**src/hw/rtl/dsa_pkg.sv**
```systemverilog
package dsa_pkg;

  localparam int unsigned ADDR_W    = 64;
  localparam int unsigned STRIDE_W  = 13;
  localparam int unsigned SIZE_W    = 11;
  localparam int unsigned OUT_IDX_W = 10;
  localparam int unsigned CFG_IDX_W = 2;
  localparam int unsigned STATUS_W  = 2;

  // Offsets that pass the heap bound are below size * stride, which fits here.
  localparam int unsigned DIVD_W = SIZE_W + STRIDE_W;
  localparam int unsigned QUO_W  = SIZE_W;
  localparam int unsigned STEP_W = $clog2(QUO_W);

  localparam int unsigned SIZE_MAX = (1 << SIZE_W) - 1;

  typedef enum logic {
    OP_ALLOC = 1'b0,
    OP_FREE  = 1'b1
  } op_t;

  typedef enum logic [STATUS_W-1:0] {
    ST_OK         = 2'd0,
    ST_NO_ROOM    = 2'd1,
    ST_OUTSIDE    = 2'd2,
    ST_QUEUE_FULL = 2'd3
  } status_t;

  typedef enum logic [CFG_IDX_W-1:0] {
    CFG_HEAP_BASE    = 2'd0,
    CFG_SLOT_STRIDE  = 2'd1,
    CFG_SLOTS_IN_USE = 2'd2
  } cfg_reg_t;

  typedef enum logic [3:0] {
    S_IDLE,
    S_ALLOC,
    S_MUL,
    S_ADD,
    S_FSUB,
    S_FCHK,
    S_FDIV,
    S_FWR,
    S_OUT
  } state_t;

  localparam logic [ADDR_W-1:0]   HEAP_BASE_RST    = '0;
  localparam logic [STRIDE_W-1:0] SLOT_STRIDE_RST  = 13'd32;
  localparam logic [SIZE_W-1:0]   SLOTS_IN_USE_RST = 11'd1024;

endpackage

```
**src/hw/rtl/dsa_div.sv**
```systemverilog
module dsa_div
  import dsa_pkg::*;
(
  input  logic                clk,
  input  logic                rst_n,
  input  logic                start,
  input  logic [DIVD_W-1:0]   dividend,
  input  logic [STRIDE_W-1:0] divisor,
  output logic                done,
  output logic [QUO_W-1:0]    quotient
);

  logic [DIVD_W-1:0] rem_r;
  logic [DIVD_W-1:0] dvs_r;
  logic [QUO_W-1:0]  quo_r;
  logic [STEP_W-1:0] step_r;
  logic              busy_r;
  logic              done_r;
  logic              ge;

  // The caller guarantees the quotient fits in QUO_W bits, so the divisor
  // starts aligned to the top quotient bit and moves down one bit per cycle.
  assign ge = (rem_r >= dvs_r);

  always_ff @(posedge clk) begin
    if (!rst_n) begin
      busy_r <= 1'b0;
      done_r <= 1'b0;
    end else begin
      done_r <= 1'b0;
      if (start) begin
        busy_r <= 1'b1;
      end else if (busy_r && step_r == '0) begin
        busy_r <= 1'b0;
        done_r <= 1'b1;
      end
    end
  end

  always_ff @(posedge clk) begin
    if (start) begin
      rem_r  <= dividend;
      dvs_r  <= DIVD_W'({divisor, {(QUO_W-1){1'b0}}});
      quo_r  <= '0;
      step_r <= STEP_W'(QUO_W - 1);
    end else if (busy_r) begin
      if (ge) begin
        rem_r <= rem_r - dvs_r;
      end
      quo_r  <= {quo_r[QUO_W-2:0], ge};
      dvs_r  <= dvs_r >> 1;
      step_r <= step_r - 1'b1;
    end
  end

  assign done     = done_r;
  assign quotient = quo_r;

endmodule

```
**config.mk**
```make
export PLATFORM = sky130hd
export DESIGN_NAME = dsa_div
export DESIGN_NICKNAME = d
export VERILOG_FILES = /design/src/hw/rtl/dsa_pkg.sv /design/src/hw/rtl/dsa_div.sv
export SDC_FILE = /design/constraint.sdc
export NUM_CORES = 1
export LEC_CHECK = 0
export ABC_AREA = 1
export ABC_CLOCK_PERIOD_IN_PS = 5400
export BUFFER_PORTS_ARGS = -buffer_cell sky130_fd_sc_hd__buf_2
export CAP_MARGIN = 20
export CORE_AREA = 2 2 102 104
export DETAILED_ROUTE_END_ITERATION = 7
export DIE_AREA = 0 0 104 106
export GPL_TIMING_DRIVEN = 0
export SLEW_MARGIN = 10
export SYNTH_ARGS = -nofsm -noshare
export SYNTH_HDL_FRONTEND = slang
export SYNTH_SLANG_ARGS = --single-unit
```
**constraint.sdc**
```tcl
create_clock -name clk -period 5.4 [get_ports clk]
set_clock_uncertainty 0.05 [all_clocks]
set_input_delay 0.27 -clock clk [delete_from_list [all_inputs] [get_ports clk]]
set_output_delay 0.27 -clock clk [all_outputs]
set_load 0.01 [all_outputs]
```
==> flow_summary.html <==
<table>
<tr><th>Metric</th><th>Value</th></tr>
<tr><th colspan="2">Die</th></tr>
<tr><td>Die Y</td><td>106 um</td></tr>
<tr><td>Count of boundary I/O pins</td><td>52</td></tr>
<tr><td># rows</td><td>37</td></tr>
<tr><td>Chip width</td><td>104 um</td></tr>
<tr><td>Core ar.</td><td>0.01000 sq mm</td></tr>
<tr><td>DIE AREA</td><td>0.01102 sq mm</td></tr>
<tr><td>Starting utilization of the core area</td><td>~43%</td></tr>
<tr><th colspan="2">Synth</th></tr>
<tr><td>Library cells used by synthesis</td><td>30</td></tr>
<tr><td>Most instantiated flip-flop cell in the synthesis netlist</td><td>sky130_fd_sc_hd__edfxtp_1</td></tr>
<tr><td>Post-synthesis mux area share</td><td>0%</td></tr>
<tr><td>Synthesized area per cell</td><td>6.793 sq um</td></tr>
<tr><td>Cell type with the largest total area after synthesis</td><td>sky130_fd_sc_hd__edfxtp_1</td></tr>
<tr><td>Simple-Gate Fraction of Synth Area</td><td>34.08%</td></tr>
<tr><td>Count of yosys warnings during synthesis</td><td>0</td></tr>
<tr><td>Number of synthesized register bits</td><td>64</td></tr>
<tr><td>Nets in the synthesized netlist</td><td>693</td></tr>
<tr><td>Xor/xnor share of the synthesized area</td><td>less than 1%</td></tr>
<tr><td>Post-synthesis async set-or-reset flop share</td><td>0%</td></tr>
<tr><td>Portion of synthesized cell area occupied by the leading cell type</td><td>26.09%</td></tr>
<tr><td>Gate Count Post-Synth</td><td>627</td></tr>
<tr><td>Adder-cell share of the synthesized area</td><td>under 10%</td></tr>
<tr><td>Biggest area contributors in the synthesized netlist</td><td>sky130_fd_sc_hd__edfxtp_1 26%, sky130_fd_sc_hd__nand2_1 21%, sky130_fd_sc_hd__dfxtp_1 13%, sky130_fd_sc_hd__inv_1 11%, sky130_fd_sc_hd__ha_1 7.3%</td></tr>
<tr><td>Fraction of the mapped netlist area in compound gates</td><td>under 10%</td></tr>
<tr><td>Number of flops mapped to enable cells by yosys</td><td>37</td></tr>
<tr><td>Most used standard cells in the synthesized netlist</td><td>235 x sky130_fd_sc_hd__nand2_1, 122 x sky130_fd_sc_hd__inv_1, 40 x sky130_fd_sc_hd__nor2_1, 39 x sky130_fd_sc_hd__nand3_1, 37 x sky130_fd_sc_hd__edfxtp_1</td></tr>
<tr><td>Combinational family with the most area after synthesis</td><td>simple AND/OR/NAND/NOR gates</td></tr>
<tr><td>Cell area after technology mapping</td><td>between 0.004 and 0.005 sq mm</td></tr>
<tr><td>Sequential-to-total area share from yosys stat</td><td>38.78%</td></tr>
<tr><td>Most numerous cell in the Yosys netlist</td><td>sky130_fd_sc_hd__nand2_1</td></tr>
<tr><th colspan="2">Global routing</th></tr>
<tr><td>Grt total ovfl</td><td>0</td></tr>
<tr><td>Antenna violations before repair</td><td>0</td></tr>
<tr><td>Wire length of the first global-routing pass</td><td>18320 um</td></tr>
<tr><td>Overall fraction of global-route tracks in use</td><td>20.87%</td></tr>
<tr><td>Vias in the first global route</td><td>3996</td></tr>
<tr><td>Largest net degree at the start of global routing</td><td>25</td></tr>
<tr><th colspan="2">Power</th></tr>
<tr><td>Post-route total power</td><td>1.682 mW</td></tr>
<tr><td>Portion of total power attributed to the clock network</td><td>27.4%</td></tr>
<tr><td>Sequential share of power</td><td>around 36%</td></tr>
<tr><td>Net switching share of the total power</td><td>37.07%</td></tr>
<tr><td>Switching power</td><td>623.8 uW</td></tr>
<tr><td>Ratio of total power to cell area</td><td>342.2 mW/mm^2</td></tr>
<tr><td>Combinational group share of total power</td><td>a little under two fifths</td></tr>
<tr><td>Internal power</td><td>1.059 mW</td></tr>
<tr><td>Maximum vdd ir drop</td><td>0.1495 mV</td></tr>
<tr><td>Leak</td><td>2.528 nW</td></tr>
<tr><th colspan="2">Routing</th></tr>
<tr><td>DRC Markers</td><td>0</td></tr>
<tr><td>DRC marker count from the first detailed-route iteration</td><td>170</td></tr>
<tr><td>Post-route ant nets</td><td>0</td></tr>
<tr><td>Number of iterations in the first detailed-routing pass</td><td>4</td></tr>
<tr><td>Number of vias after detailed routing</td><td>3947</td></tr>
<tr><td>Routed len/inst</td><td>13.10 um</td></tr>
<tr><td>Vias/cell</td><td>4.750</td></tr>
<tr><td>Overall routed net length</td><td>about 11000 um</td></tr>
<tr><th colspan="2">Setup path</th></tr>
<tr><td>R2r setup slk</td><td>2.77 ns</td></tr>
<tr><td>Required @ worst endpoint</td><td>5.45 ns</td></tr>
<tr><td>Top fanout value on the critical path</td><td>18</td></tr>
<tr><td>Depth of the most critical reg-to-reg path</td><td>14</td></tr>
<tr><td>R2r startpoint</td><td>rem_r[0]$_DFFE_PP_</td></tr>
<tr><td>Data arrival, critical path</td><td>2.68 ns</td></tr>
<tr><td>Critical Path End Type</td><td>register</td></tr>
<tr><td>Worst reg2reg path endpoint</td><td>rem_r[12]$_DFFE_PP_</td></tr>
<tr><td>Crit path kind</td><td>reg2reg</td></tr>
<tr><td>CP startpoint kind</td><td>register</td></tr>
<tr><th colspan="2">Finish</th></tr>
<tr><td>Synthesis-to-finish area growth</td><td>15.45%</td></tr>
<tr><td>Number of fill cells in the layout</td><td>between 1000 and 1500</td></tr>
<tr><td>Fraction of layout instances using a drive strength above 1</td><td>roughly an eighth</td></tr>
<tr><td>Diodes inserted</td><td>0</td></tr>
<tr><td>Number of nets in the final layout</td><td>between 700 and 800</td></tr>
<tr><td>Post-route insts no fill</td><td>831</td></tr>
<tr><td>Post-layout util</td><td>49.17%</td></tr>
<tr><th colspan="2">Clock tree</th></tr>
<tr><td>Number of buffers inserted for hold repair after clock tree synthesis</td><td>0</td></tr>
<tr><td>Root buf cell</td><td>sky130_fd_sc_hd__clkbuf_8</td></tr>
<tr><td>Clock latency on the worst-skew pair</td><td>0.35 ns</td></tr>
<tr><td>PostCTS Resize Cnt</td><td>0</td></tr>
<tr><td>Clock tree buffer depth</td><td>2</td></tr>
<tr><td>Number of sinks driven by the clock tree</td><td>64</td></tr>
<tr><td>Clock transition at the register clock pins on the worst setup and hold paths after CTS</td><td>0.07 ns</td></tr>
<tr><td>TritonCTS clock tree</td><td>built</td></tr>
<tr><td>Clock buffer count from CTS</td><td>9</td></tr>
<tr><td>Post-CTS Setup Repair Bufs</td><td>0</td></tr>
<tr><td>Number of H-tree levels</td><td>3</td></tr>
<tr><th colspan="2">Place</th></tr>
<tr><td>Post-DP HPWL</td><td>8463 um</td></tr>
<tr><td>Total placed cells including tap cells</td><td>814</td></tr>
<tr><td>Number of port buffers</td><td>50</td></tr>
<tr><td>Routability-driven placement congestion ratio</td><td>0.9286</td></tr>
<tr><th colspan="2">STA</th></tr>
<tr><td>RSZ-0062 raised after global routing</td><td>false</td></tr>
<tr><td>Tightest slew margin relative to the limit</td><td>58.38%</td></tr>
<tr><td>Least-Margin Pin Slew</td><td>about 0.62 ns</td></tr>
<tr><td>Final hold violations</td><td>0</td></tr>
<tr><td>Max Fclk</td><td>0.3804 GHz</td></tr>
<tr><td>Final critical path time including I/O delays and setup</td><td>2.629 ns</td></tr>
<tr><td>Final number of max-transition violations</td><td>0</td></tr>
<tr><td>Hold slack final</td><td>0.1053 ns</td></tr>
<tr><td>Setup Viol. Count Final</td><td>0</td></tr>
<tr><td>Final period utilization</td><td>between 40% and 50%</td></tr>
<tr><td>Final sum of negative setup slack</td><td>0 ns</td></tr>
<tr><th colspan="2">Worst hold path</th></tr>
<tr><td>Worst hold path cell count</td><td>3</td></tr>
<tr><td>Worst hold start</td><td>rst_n</td></tr>
<tr><td>Capture endpoint of the worst hold path</td><td>done$_SDFF_PP0_</td></tr>
<tr><td>Type of the tightest min-delay check</td><td>in2reg</td></tr>
<tr><th colspan="2">Outcome</th></tr>
<tr><td>Result of the run</td><td>finished, final reports clean</td></tr>
<tr><th colspan="2">Flow run</th></tr>
<tr><td>Max-capacitance violation count</td><td>0</td></tr>
</table>
worst max-delay path: stages (launching register included):
cell and delay, ns:
sky130_fd_sc_hd__edfxtp_1 0.36, sky130_fd_sc_hd__inv_1 0.07, sky130_fd_sc_hd__ha_1 0.14, sky130_fd_sc_hd__inv_1 0.08, sky130_fd_sc_hd__fa_1 0.43, sky130_fd_sc_hd__nand2_1 0.10, sky130_fd_sc_hd__nand2_1 0.07, sky130_fd_sc_hd__and2_4 0.16
sky130_fd_sc_hd__nand2_4 0.06, sky130_fd_sc_hd__nand2_4 0.06, sky130_fd_sc_hd__nand2_1 0.06, sky130_fd_sc_hd__nand4_1 0.15, sky130_fd_sc_hd__nand2_1 0.10, sky130_fd_sc_hd__nand2_1 0.21, sky130_fd_sc_hd__buf_8 0.26
flip-flops by register name, indices dropped and copies added, names as in the netlist:
| signal | cells |
|---|---|
| rem_r | 24 |
| dvs_r | 23 |
| quotient | 11 |
| step_r | 4 |
| busy_r | 1 |
| done | 1 |
placed cells by master, fill, tap and decap left out, types with 13 or more instances in the layout:
cell type and count:
sky130_fd_sc_hd__nand2_1 235, sky130_fd_sc_hd__nand3_1 39, sky130_fd_sc_hd__dfxtp_1 27, sky130_fd_sc_hd__buf_2 53, sky130_fd_sc_hd__o22ai_1 17, sky130_fd_sc_hd__a21oi_1 13, sky130_fd_sc_hd__o21ai_0 22, sky130_fd_sc_hd__inv_1 122
sky130_fd_sc_hd__edfxtp_1 37, sky130_fd_sc_hd__nor2_1 40, sky130_fd_sc_hd__ha_1 25
worst max-delay path by stage:
stage	startpoint	end	slack (ns)	cells after the start
after global routing	dvs_r[10]$_DFFE_PP_	rem_r[12]$_DFFE_PP_	2.59	11
after floorplan	rem_r[0]$_DFFE_PP_	rem_r[0]$_DFFE_PP_	2.93	13
after CTS	rem_r[0]$_DFFE_PP_	rem_r[10]$_DFFE_PP_	2.27	13
after global placement	rem_r[0]$_DFFE_PP_	rem_r[11]$_DFFE_PP_	2.34	13
final	rem_r[0]$_DFFE_PP_	rem_r[12]$_DFFE_PP_	2.77	14
after detailed placement	rem_r[0]$_DFFE_PP_	rem_r[8]$_DFFE_PP_	2.28	13
cells by family after synthesis:
group,after synthesis
buffers and inverters,134
adder cells (fa/ha/maj),26
XOR/XNOR,1
flip-flops,64
AO/OA/AOI/OAI,55
AND/OR/NAND/NOR,347
power groups by stage:
stage	Clock [mW]	Sequential (mW)	Combinational (mW)
finish	0.461	0.601	0.620
global route	0.484	0.606	0.721
CTS	0.469	0.602	0.617
detailed placement	0	0.613	0.613
global placement	0	0.611	0.605
floorplan	0	0.608	0.467
stage by stage:
stage / area, sq um / setup WS, ns
2_1_floorplan: 4259 / 2.929
3_3_place_gp: 4679 / 2.342
3_5_place_dp: 4691 / 2.279
4_1_cts: 4902 / 2.268
5_1_grt: 4917 / 2.588
6_report: 4917 / 2.771
per-layer routing:
metal / global-route usage [%] / share of wire, % / vias up
met5: 0 / 0 / -
met4: 7.336 / 2.4 / 0
met3: 4.231 / 4.8 / 19
met2: 35.81 / 46 / 79
met1: 26.18 / 47 / 1766
li1: - / - / 2083
layout make-up:
cell class	count	area [sq um]	area share (%)
plain buffers	12	52.55	1.069
clock buffers	10	127.6	2.595
clock inverters	6	83.83	1.705
inverters	122	457.9	9.313
multi-input cells	429	2097	42.65
flip-flops and latches	64	1652	33.59
well taps	136	170.2	3.461
repair buffers	52	276.5	5.623
(Power assumes the default switching activity.)
